--- src/b64enc_pkg.sv ---
// Shared types, constants and the sextet-to-character mapping for the base64 encoder.
// Used by every module under src; depends on nothing.
package b64enc_pkg;

    // One raw message byte with its end-of-message flag.
    typedef struct packed {
        logic [7:0] data_byte;
        logic       last_byte;
    } byte_item_t;

    // One output character with its group and message markers.
    typedef struct packed {
        logic [6:0] char_code;
        logic       group_end;
        logic       message_end;
    } char_item_t;

    // One closed group of up to three bytes, left aligned, with padding flags.
    typedef struct packed {
        logic [23:0] bits;
        logic        pad2;
        logic        pad3;
        logic        last;
    } group_t;

    // Queue status seen by the front and back parts.
    typedef struct packed {
        logic full;
        logic empty;
    } q_status_t;

    localparam int QUEUE_DEPTH = 2;
    localparam int QPTR_W      = (QUEUE_DEPTH > 1) ? $clog2(QUEUE_DEPTH) : 1;
    localparam int QCNT_W      = $clog2(QUEUE_DEPTH + 1);

    // Group phase codes: number of bytes already held.
    localparam logic [1:0] PHASE_EMPTY = 2'd0;
    localparam logic [1:0] PHASE_ONE   = 2'd1;
    localparam logic [1:0] PHASE_TWO   = 2'd2;
    localparam logic [1:0] PHASE_SPARE = 2'd3;

    // Character positions within a group.
    localparam logic [1:0] POS_FIRST  = 2'd0;
    localparam logic [1:0] POS_SECOND = 2'd1;
    localparam logic [1:0] POS_THIRD  = 2'd2;
    localparam logic [1:0] POS_FOURTH = 2'd3;

    localparam logic [6:0] CHAR_UPPER_A = 7'h41;
    localparam logic [6:0] CHAR_LOWER_A = 7'h61;
    localparam logic [6:0] CHAR_ZERO    = 7'h30;
    localparam logic [6:0] CHAR_PLUS    = 7'h2B;
    localparam logic [6:0] CHAR_SLASH   = 7'h2F;
    localparam logic [6:0] CHAR_PAD     = 7'h3D;

    localparam logic [5:0] SEXTET_LOWER_BASE = 6'd26;
    localparam logic [5:0] SEXTET_DIGIT_BASE = 6'd52;
    localparam logic [5:0] SEXTET_PLUS       = 6'd62;

    // Standard alphabet lookup for one 6-bit value.
    function automatic logic [6:0] sextet_char(input logic [5:0] v);
        logic [5:0] off;
        off = 6'd0;
        if (v < SEXTET_LOWER_BASE) begin
            sextet_char = CHAR_UPPER_A + {1'b0, v};
        end
        else if (v < SEXTET_DIGIT_BASE) begin
            off = v - SEXTET_LOWER_BASE;
            sextet_char = CHAR_LOWER_A + {1'b0, off};
        end
        else if (v < SEXTET_PLUS) begin
            off = v - SEXTET_DIGIT_BASE;
            sextet_char = CHAR_ZERO + {1'b0, off};
        end
        else if (v == SEXTET_PLUS) begin
            sextet_char = CHAR_PLUS;
        end
        else begin
            sextet_char = CHAR_SLASH;
        end
    endfunction

endpackage

--- src/b64enc_front.sv ---
// Front part: accepts raw bytes, packs up to three into each group and pushes closed groups.
// Depends on b64enc_pkg.
module b64enc_front
    import b64enc_pkg::*;
(
    input  logic       clk,
    input  logic       rst_n,
    input  logic       byte_valid,
    output logic       byte_ready,
    input  byte_item_t byte_item,
    input  q_status_t  q_status,
    output logic       push,
    output group_t     push_group
);

    logic [1:0]  phase_reg, phase_next;
    logic [15:0] held_reg, held_next;
    logic [1:0]  phase_eff;
    logic        accept;
    logic [7:0]  b;

    assign byte_ready = !q_status.full;
    assign accept     = byte_valid && byte_ready;
    assign b          = byte_item.data_byte;

    always_comb begin
        phase_eff  = (phase_reg == PHASE_SPARE) ? PHASE_EMPTY : phase_reg;
        phase_next = phase_reg;
        held_next  = held_reg;
        push       = 1'b0;
        push_group = '0;
        if (accept) begin
            push_group.last = byte_item.last_byte;
            if (phase_eff == PHASE_EMPTY && !byte_item.last_byte) begin
                held_next  = {b, 8'h00};
                phase_next = PHASE_ONE;
            end
            else if (phase_eff == PHASE_ONE && !byte_item.last_byte) begin
                held_next  = {held_reg[15:8], b};
                phase_next = PHASE_TWO;
            end
            else begin
                push       = 1'b1;
                phase_next = PHASE_EMPTY;
                held_next  = 16'h0000;
                if (phase_eff == PHASE_EMPTY) begin
                    push_group.bits = {b, 16'h0000};
                    push_group.pad2 = 1'b1;
                    push_group.pad3 = 1'b1;
                end
                else if (phase_eff == PHASE_ONE) begin
                    push_group.bits = {held_reg[15:8], b, 8'h00};
                    push_group.pad3 = 1'b1;
                end
                else begin
                    push_group.bits = {held_reg, b};
                end
            end
        end
    end

    always_ff @(posedge clk or negedge rst_n) begin
        if (!rst_n) begin
            phase_reg <= PHASE_EMPTY;
            held_reg  <= 16'h0000;
        end
        else begin
            phase_reg <= phase_next;
            held_reg  <= held_next;
        end
    end

    // A byte that opens or extends a group never closes one.
    assert property (@(posedge clk) disable iff (!rst_n)
        (accept && !byte_item.last_byte && phase_eff != PHASE_TWO) |-> !push)
        else $error("front pushed a group that was still filling");

endmodule

--- src/b64enc_queue.sv ---
// Short register queue of closed groups between the front and back parts.
// Depends on b64enc_pkg.
module b64enc_queue
    import b64enc_pkg::*;
(
    input  logic      clk,
    input  logic      rst_n,
    input  logic      push,
    input  group_t    push_group,
    input  logic      pop,
    output group_t    head,
    output q_status_t status
);

    group_t            entry_reg [QUEUE_DEPTH];
    logic [QPTR_W-1:0] wr_ptr_reg, wr_ptr_next;
    logic [QPTR_W-1:0] rd_ptr_reg, rd_ptr_next;
    logic [QCNT_W-1:0] count_reg, count_next;

    localparam logic [QPTR_W-1:0] PTR_LAST = QPTR_W'(QUEUE_DEPTH - 1);
    localparam logic [QCNT_W-1:0] CNT_FULL = QCNT_W'(QUEUE_DEPTH);

    assign status.full  = (count_reg == CNT_FULL);
    assign status.empty = (count_reg == '0);
    assign head         = entry_reg[rd_ptr_reg];

    always_comb begin
        wr_ptr_next = wr_ptr_reg;
        rd_ptr_next = rd_ptr_reg;
        count_next  = count_reg;
        if (push) begin
            wr_ptr_next = (wr_ptr_reg == PTR_LAST) ? '0 : wr_ptr_reg + 1'b1;
        end
        if (pop) begin
            rd_ptr_next = (rd_ptr_reg == PTR_LAST) ? '0 : rd_ptr_reg + 1'b1;
        end
        if (push && !pop) begin
            count_next = count_reg + 1'b1;
        end
        else if (pop && !push) begin
            count_next = count_reg - 1'b1;
        end
    end

    always_ff @(posedge clk or negedge rst_n) begin
        if (!rst_n) begin
            wr_ptr_reg <= '0;
            rd_ptr_reg <= '0;
            count_reg  <= '0;
        end
        else begin
            wr_ptr_reg <= wr_ptr_next;
            rd_ptr_reg <= rd_ptr_next;
            count_reg  <= count_next;
        end
    end

    always_ff @(posedge clk) begin
        if (push) begin
            entry_reg[wr_ptr_reg] <= push_group;
        end
    end

    assert property (@(posedge clk) disable iff (!rst_n) !(push && status.full))
        else $error("group pushed into a full queue");

    assert property (@(posedge clk) disable iff (!rst_n) !(pop && status.empty))
        else $error("group popped from an empty queue");

    assert property (@(posedge clk) disable iff (!rst_n) count_reg <= CNT_FULL)
        else $error("queue count beyond depth");

endmodule

--- src/b64enc_back.sv ---
// Back part: walks the head group one character per unstalled cycle into an output register.
// Depends on b64enc_pkg.
module b64enc_back
    import b64enc_pkg::*;
(
    input  logic       clk,
    input  logic       rst_n,
    input  group_t     head,
    input  q_status_t  q_status,
    output logic       pop,
    output logic       char_valid,
    input  logic       char_ready,
    output char_item_t char_item
);

    logic [1:0]  pos_reg, pos_next;
    logic        out_valid_reg, out_valid_next;
    char_item_t  out_item_reg;
    char_item_t  out_item_next;
    logic        load;
    logic [5:0]  sextet;
    logic        is_pad;

    assign load       = !q_status.empty && (!out_valid_reg || char_ready);
    assign pop        = load && (pos_reg == POS_FOURTH);
    assign char_valid = out_valid_reg;
    assign char_item  = out_item_reg;

    always_comb begin
        unique case (pos_reg)
            POS_FIRST:  sextet = head.bits[23:18];
            POS_SECOND: sextet = head.bits[17:12];
            POS_THIRD:  sextet = head.bits[11:6];
            POS_FOURTH: sextet = head.bits[5:0];
            default:    sextet = head.bits[5:0];
        endcase
        is_pad = (pos_reg == POS_THIRD && head.pad2) || (pos_reg == POS_FOURTH && head.pad3);
        out_item_next.char_code   = is_pad ? CHAR_PAD : sextet_char(sextet);
        out_item_next.group_end   = (pos_reg == POS_FOURTH);
        out_item_next.message_end = (pos_reg == POS_FOURTH) && head.last;

        pos_next       = load ? pos_reg + 1'b1 : pos_reg;
        out_valid_next = load ? 1'b1 : (out_valid_reg && !char_ready);
    end

    always_ff @(posedge clk or negedge rst_n) begin
        if (!rst_n) begin
            pos_reg       <= POS_FIRST;
            out_valid_reg <= 1'b0;
        end
        else begin
            pos_reg       <= pos_next;
            out_valid_reg <= out_valid_next;
        end
    end

    always_ff @(posedge clk) begin
        if (load) begin
            out_item_reg <= out_item_next;
        end
    end

    // A message can only end on the closing character of a group.
    assert property (@(posedge clk) disable iff (!rst_n)
        (out_valid_reg && out_item_reg.message_end) |-> out_item_reg.group_end)
        else $error("message end outside a group end");

    // The character position returns to the first one exactly when a group leaves the queue.
    assert property (@(posedge clk) disable iff (!rst_n) pop |=> (pos_reg == POS_FIRST))
        else $error("character position out of step with group pops");

endmodule

--- src/base64_encoder.sv ---
// Base64 encoder (standard alphabet, '=' padding), one raw byte in, one character out per item.
// Flow: a byte that closes a group is written into the queue, and the back then loads its first
//   character into the output register; its characters follow one per cycle when not stalled.
// Throughput: bytes are taken every cycle while the two-group queue has room; the sustained
//   rate is one character per cycle from the single output register while char_ready holds.
// Reset (rst_n, asynchronous, active low) clears the group phase, held bytes and the queue.
module base64_encoder
    import b64enc_pkg::*;
(
    input  logic       clk,
    input  logic       rst_n,
    input  logic       byte_valid,
    output logic       byte_ready,
    input  byte_item_t byte_item,
    output logic       char_valid,
    input  logic       char_ready,
    output char_item_t char_item
);

    // The front collects bytes into groups; a group is pushed when its third byte
    // arrives or when a byte marked last closes it early with padding.
    logic      push;
    group_t    push_group;
    logic      pop;
    group_t    head;
    q_status_t q_status;

    b64enc_front u_front (
        .clk        (clk),
        .rst_n      (rst_n),
        .byte_valid (byte_valid),
        .byte_ready (byte_ready),
        .byte_item  (byte_item),
        .q_status   (q_status),
        .push       (push),
        .push_group (push_group)
    );

    // The queue decouples byte acceptance from character output, so the front keeps
    // taking bytes while the back drains a group or waits on a stalled consumer.
    b64enc_queue u_queue (
        .clk        (clk),
        .rst_n      (rst_n),
        .push       (push),
        .push_group (push_group),
        .pop        (pop),
        .head       (head),
        .status     (q_status)
    );

    // The back turns the head group into four characters, one per cycle unless the output
    // stalls; it frees the queue entry as the fourth character enters the output register.
    b64enc_back u_back (
        .clk        (clk),
        .rst_n      (rst_n),
        .head       (head),
        .q_status   (q_status),
        .pop        (pop),
        .char_valid (char_valid),
        .char_ready (char_ready),
        .char_item  (char_item)
    );

endmodule
--- config.mk ---
export PLATFORM = sky130hd
export DESIGN_NAME = base64_encoder
export DESIGN_NICKNAME = d
export VERILOG_FILES = /design/src/b64enc_pkg.sv /design/src/b64enc_front.sv /design/src/b64enc_queue.sv /design/src/b64enc_back.sv /design/src/base64_encoder.sv
export SDC_FILE = /design/constraint.sdc
export NUM_CORES = 1
export LEC_CHECK = 0
export BUFFER_PORTS_ARGS = -buffer_cell sky130_fd_sc_hd__buf_4
export CELL_PAD_IN_SITES_DETAIL_PLACEMENT = 1
export CELL_PAD_IN_SITES_GLOBAL_PLACEMENT = 2
export CORE_ASPECT_RATIO = 0.75
export CORE_MARGIN = 4
export CORE_UTILIZATION = 43
export DETAILED_ROUTE_END_ITERATION = 7
export PLACE_DENSITY = 0.77
export SLEW_MARGIN = 15
export SYNTH_ARGS = -nofsm -noshare
export SYNTH_HDL_FRONTEND = slang
export SYNTH_HIERARCHICAL = 1
export SYNTH_SLANG_ARGS = --single-unit
--- constraint.sdc ---
create_clock -name clk -period 4.1 [get_ports clk]
set_input_delay 0.82 -clock clk [delete_from_list [all_inputs] [get_ports clk]]
set_output_delay 0.82 -clock clk [all_outputs]
set_load 0.01 [all_outputs]
Word level (Yosys, flattened, before mapping):

Memory sizes are Yosys's and may differ from the RTL's.
Index checks and enable logic that the tools add are counted.

* equality and inequality tests: 8
* muxes and demuxes: 28
* $add $sub $neg: 10
* $lt $le $gt $ge: 3
* reduce and logical (&&, ||, !) cells: 25

Operators with widths (count)
* 26-bit two-way mux: 2
* 16-bit two-way mux: 3
* 27-bit two-way mux: 1
* 24-bit two-way mux: 1
* 6-bit case mux with 4 select lines: 1
* 7-bit two-way mux: 3
* 7-bit by 6-bit adder with 7-bit output (first input constant): 2
* 6-bit < comparator (second input constant): 2
* 1-bit logical AND: 11
* 1-bit two-way mux: 11
* 2-bit two-way mux: 5
* 2-bit == test (second input constant): 4
* 6-bit by 6-bit adder with 7-bit output (first input constant): 1
* 1-bit logical NOT: 7
* 6-bit == test (second input constant): 1
* 2-bit logical NOT: 3
* 6-bit by 5-bit < comparator with 1-bit output (second input constant): 1
* 6-bit by 5-bit subtractor with 6-bit output (second input constant): 1
* 6-bit subtractor (second input constant): 1
* 2-bit by 1-bit adder with 2-bit output (second input constant): 2
* 2-bit by 1-bit == test with 1-bit output (second input constant): 2
* 3-bit two-way mux: 1
* 1-bit adder (second input constant): 2
* 1-bit logical OR: 2
* other kinds (4): 4

* output and inout bits: 11
* register bits: 34
* logic and storage cells: 86
* input port bits: 13
* memories kept: 1
* RAM bits: 54

Memory list
* u_queue.entry_reg: words 2, bits a word 27, read ports 1, clocked after memory_dff 0, write ports 1, RTL line b64enc_queue.sv:15 `group_t entry_reg [QUEUE_DEPTH];`

Logic depth before layout (Yosys ltp):

* depth after elaboration: 11
* gate-level depth with buffers: 12
* depth with buffers taken out: 11

Modules after synthesis:

Netlist, hierarchy kept.

By module, submodules not included
* b64enc_queue: cells each 100, times used 1, area each 2234.6 sq um
* b64enc_back: cells each 130, times used 1, area each 1224.9 sq um
* b64enc_front: cells each 121, times used 1, area each 1123.6 sq um

Worst setup path before layout:

No wires, ideal clock.

* path type: input port to flip-flop
* start: input port byte_item[0] (netlist name)
* end: memory u_queue/entry_reg[0][0] (netlist name), enable pin
* stages: 4
* path slack: 1.030 ns
* required time: 3.686 ns
* path buffers: 1
* data arrival time: 2.656 ns
* path through: clkbuf_1 o21ai_1 inv_1 nor2b_1

* longest elaborated chain between the ends: 7

Ends and longest elaborated chain
* start: declaration: RTL line base64_encoder.sv:14 `input byte_item_t byte_item,`
* 1-bit logical NOT *: RTL line b64enc_front.sv:34, b64enc_front.sv:38
* 1-bit logical AND: RTL line b64enc_front.sv:38 `else if (phase_eff == PHASE_ONE && !byte_item.last_byte) begin`
* 1-bit two-way mux: RTL line b64enc_front.sv:38
* 1-bit two-way mux *: RTL line b64enc_front.sv:34 `if (phase_eff == PHASE_EMPTY && !byte_item.last_byte) begin`
* 1-bit two-way mux *: RTL line b64enc_front.sv:32 `if (accept) begin`
* named net push: RTL line base64_encoder.sv:22 `logic push;`
* 1-bit two-way mux *: RTL line b64enc_queue.sv:59 `if (push) begin`
* 1-bit two-way mux (not written as such) *: RTL line b64enc_queue.sv:60 `entry_reg[wr_ptr_reg] <= push_group;`
* end: declaration: RTL line b64enc_queue.sv:15

Mark *: on every way through the listed nets, which the timed path passes. The rest lies on a longest branch.

==> reports/metrics.cfg <==
[outcome]
status=finished, final reports clean

[routing]
vias=2943
drc_errors=0
drt_pre_antenna_iters=4
drt-initial-drc-count=209
routedWlPerCell_um=19.8
postRouteAntennaNets=0
wirelength_mm=10.3
viasPerCell=5.65

[clock_tree]
clkTransAtPathRegs_ns=0.06
cts_max_level=3
cts-buffers-inserted=9
tritoncts=built
clock_latency_ns=0.34
cts_setup_buffers=0
cts_buffer_depth=2
root_buffer=clkbuf_16
cts.repair.resized=0
cts_hold_buf=0
numClockSinks=88

[power_and_ir_drop]
netSwitchingFraction_pct=40.1
seqPwrFrac_pct=30.1
power_frac_comb_pct=53.2
p_leak_nw=2.07
internal_power_mw=2.83
p_sw_mw=1.89
ir_drop_mv=0.318
power_density_nw_per_um2=914
power.total_mw=4.72
power_frac_clock_pct=16.7

[grt]
grt_start_max_net_pins=28
grtUsageTotal_pct=17.6
antenna_found_initial=0
grt_pass1_vias=3125
grt_pass1_wl_mm=16.8
grt.overflow.total=0

[floorplan]
chipWidth_um=127
die_y_um=97.4
ios=24
core_area_um2=10300
core.rowCount=32
start_util_pct=44.4
die_area_um2=12400

[synthesis]
synth-seq-cells=88
synth_flop_cell=edfxtp_1
yosysWarnings=6
syn_avg_cell_area_um2=13.1
synth_edf_count=63
synth_area_um2=4580
synth_seq_area_share_pct=54.9
syn_nets=378
netlist_instances=351
synth_cell_types=60
ys_async_sr_fraction_pct=28.4

[cells_and_area]
fin_area_um2=5170
drive_above_1_share_pct=22.6
finish.utilization_pct=50.0
final_cell_mix=edfxtp_1 (63), buf_4 (33), dfrtp_1 (25)
diodes=0
syn_to_final_growth_pct=12.7
final_nets=407
largest_register_ffs=54
layout_commonest_cell=edfxtp_1

[worst_setup_path]
r2r-end=u_back/char_item[6]
path_buf_inv=1
crit_arrival_ns=3.79
slowest_delay_ns=0.59
worstPathMaxFanout=13
reg2reg_depth=10
crit_path_frequent_cell=or3_1
critical_path_required_ns=4.15
reg2reg_slack_ns=0.36
crit_chain=buf_4 > mux2_4 > a222oi_1 > a21o_1 > ha_1 > nand2b_1 > or3_1 > a21oi_1 > or3_1 > nand4_1
path_class=flop to flop
cpMaxStageDelayCell=dfrtp_1
cp-start-kind=flop
timing.rr.start=u_queue/rd_ptr_reg
cp_top_family=compound AO/OA/AOI/OAI gates
crit_path_end_kind=flop

[placed_design]
hpwlAfterDp_mm=7.41
dpl_cell_area_um2=4890
gp_congestion=0.818
post-place-ws_ns=0.413
portBuffers=23

[timing]
fin_skew_ns=0.00643
period_share_pct=91.1
max_freq_mhz=268
worst_slew_pin_slew_ns=1.11
hold_viol=0
rsz0062_at_grt=false
layout_setup_ws_ns=0.364
finalSetupViolCount=0
tns_ns=0
min_period_ns=3.74
maxSlewViolCount=0
maxSlewHeadroom_pct=26.0

[job]
drv_cap=0

[min_path]
hp-class=input pin to asynchronous set/reset pin

## worst max-delay path by stage
stage | start | end | cells past startpoint
floorplan | byte_item[0] | u_queue/entry_reg[0][0] | 4
global placement | u_queue/rd_ptr_reg | u_back/char_item[6] | 10
detailed placement | u_queue/rd_ptr_reg | u_back/char_item[6] | 10
CTS | u_queue/rd_ptr_reg | u_back/char_item[6] | 10
global route | u_queue/rd_ptr_reg | u_back/char_item[6] | 10
finish | u_queue/rd_ptr_reg | u_back/char_item[6] | 10
## per-stage QoR
stage	cells	hold WS, ns
CTS	521	0.395
finish	521	0.386
floorplan	351	0.450
global route	521	0.399
global placement	505	0.462
detailed placement	505	0.468
## per-layer routing
layer	share of wire [%]	routed length, µm	track usage, %
met1	49	5020	25.6
met2	45	4660	26.2
met3	4.8	499	4.73
met4	1.2	123	4.20
met5	0	0	0
## layout make-up
| cell class | count | area (µm²) |
|---|---|---|
| fillers | 1047 | 5160 |
| flip-flops and latches | 88 | 2520 |
| multi-input cells | 229 | 1880 |
| repair buffers | 33 | 248 |
| clock buffers | 12 | 236 |
| well taps | 136 | 170 |
| inverters | 19 | 73.8 |
| clock inverters | 4 | 45.0 |
## Yosys cell counts, types with 4 or more instances
cell type,number,share of area (%)
edfxtp_1,63,41
dfrtp_1,25,14
nor2_1,21,1.7
mux2_4,19,6.2
mux2i_1,18,3.9
o21ai_0,17,1.9
inv_1,15,1.2
ha_1,14,3.8
and2_1,13,1.8
nand2_1,12,0.98
a22oi_1,11,1.8
mux2_2,9,2.2
a21oi_1,8,0.87
a22o_1,8,1.5
nor2b_1,8,1.1
xnor2_1,6,1.1
a222oi_1,5,1.1
buf_2,5,0.55
o21ai_1,5,0.55
nand2b_1,4,0.55
or3_1,4,0.55
xor2_1,4,0.76
## cell families (layout without fill, tap and decap cells)
group | after synthesis | count (layout) | synth area share, %
multiplexers | 48 | 48 | 13.2
AO/OA/AOI/OAI | 77 | 77 | 11.9
buffers and inverters | 34 | 68 | 4.18
XOR/XNOR | 11 | 11 | 2.40
AND/OR/NAND/NOR | 78 | 78 | 9.39
flip-flops | 88 | 88 | 54.9
adder cells (fa/ha/maj) | 15 | 15 | 4.07
## power by group through the flow
| stage | combinational [mW] | clock (mW) | sequential, mW |
|---|---|---|---|
| 4_1_cts | 2.51 | 0.811 | 1.43 |
| 2_1_floorplan | 1.88 | 0 | 1.42 |
| 6_report | 2.51 | 0.788 | 1.42 |
| 3_3_place_gp | 2.44 | 0 | 1.43 |
| 3_5_place_dp | 2.48 | 0 | 1.44 |
| 5_1_grt | 2.76 | 0.859 | 1.45 |
Note: power is estimated with default switching activity, not from simulation.
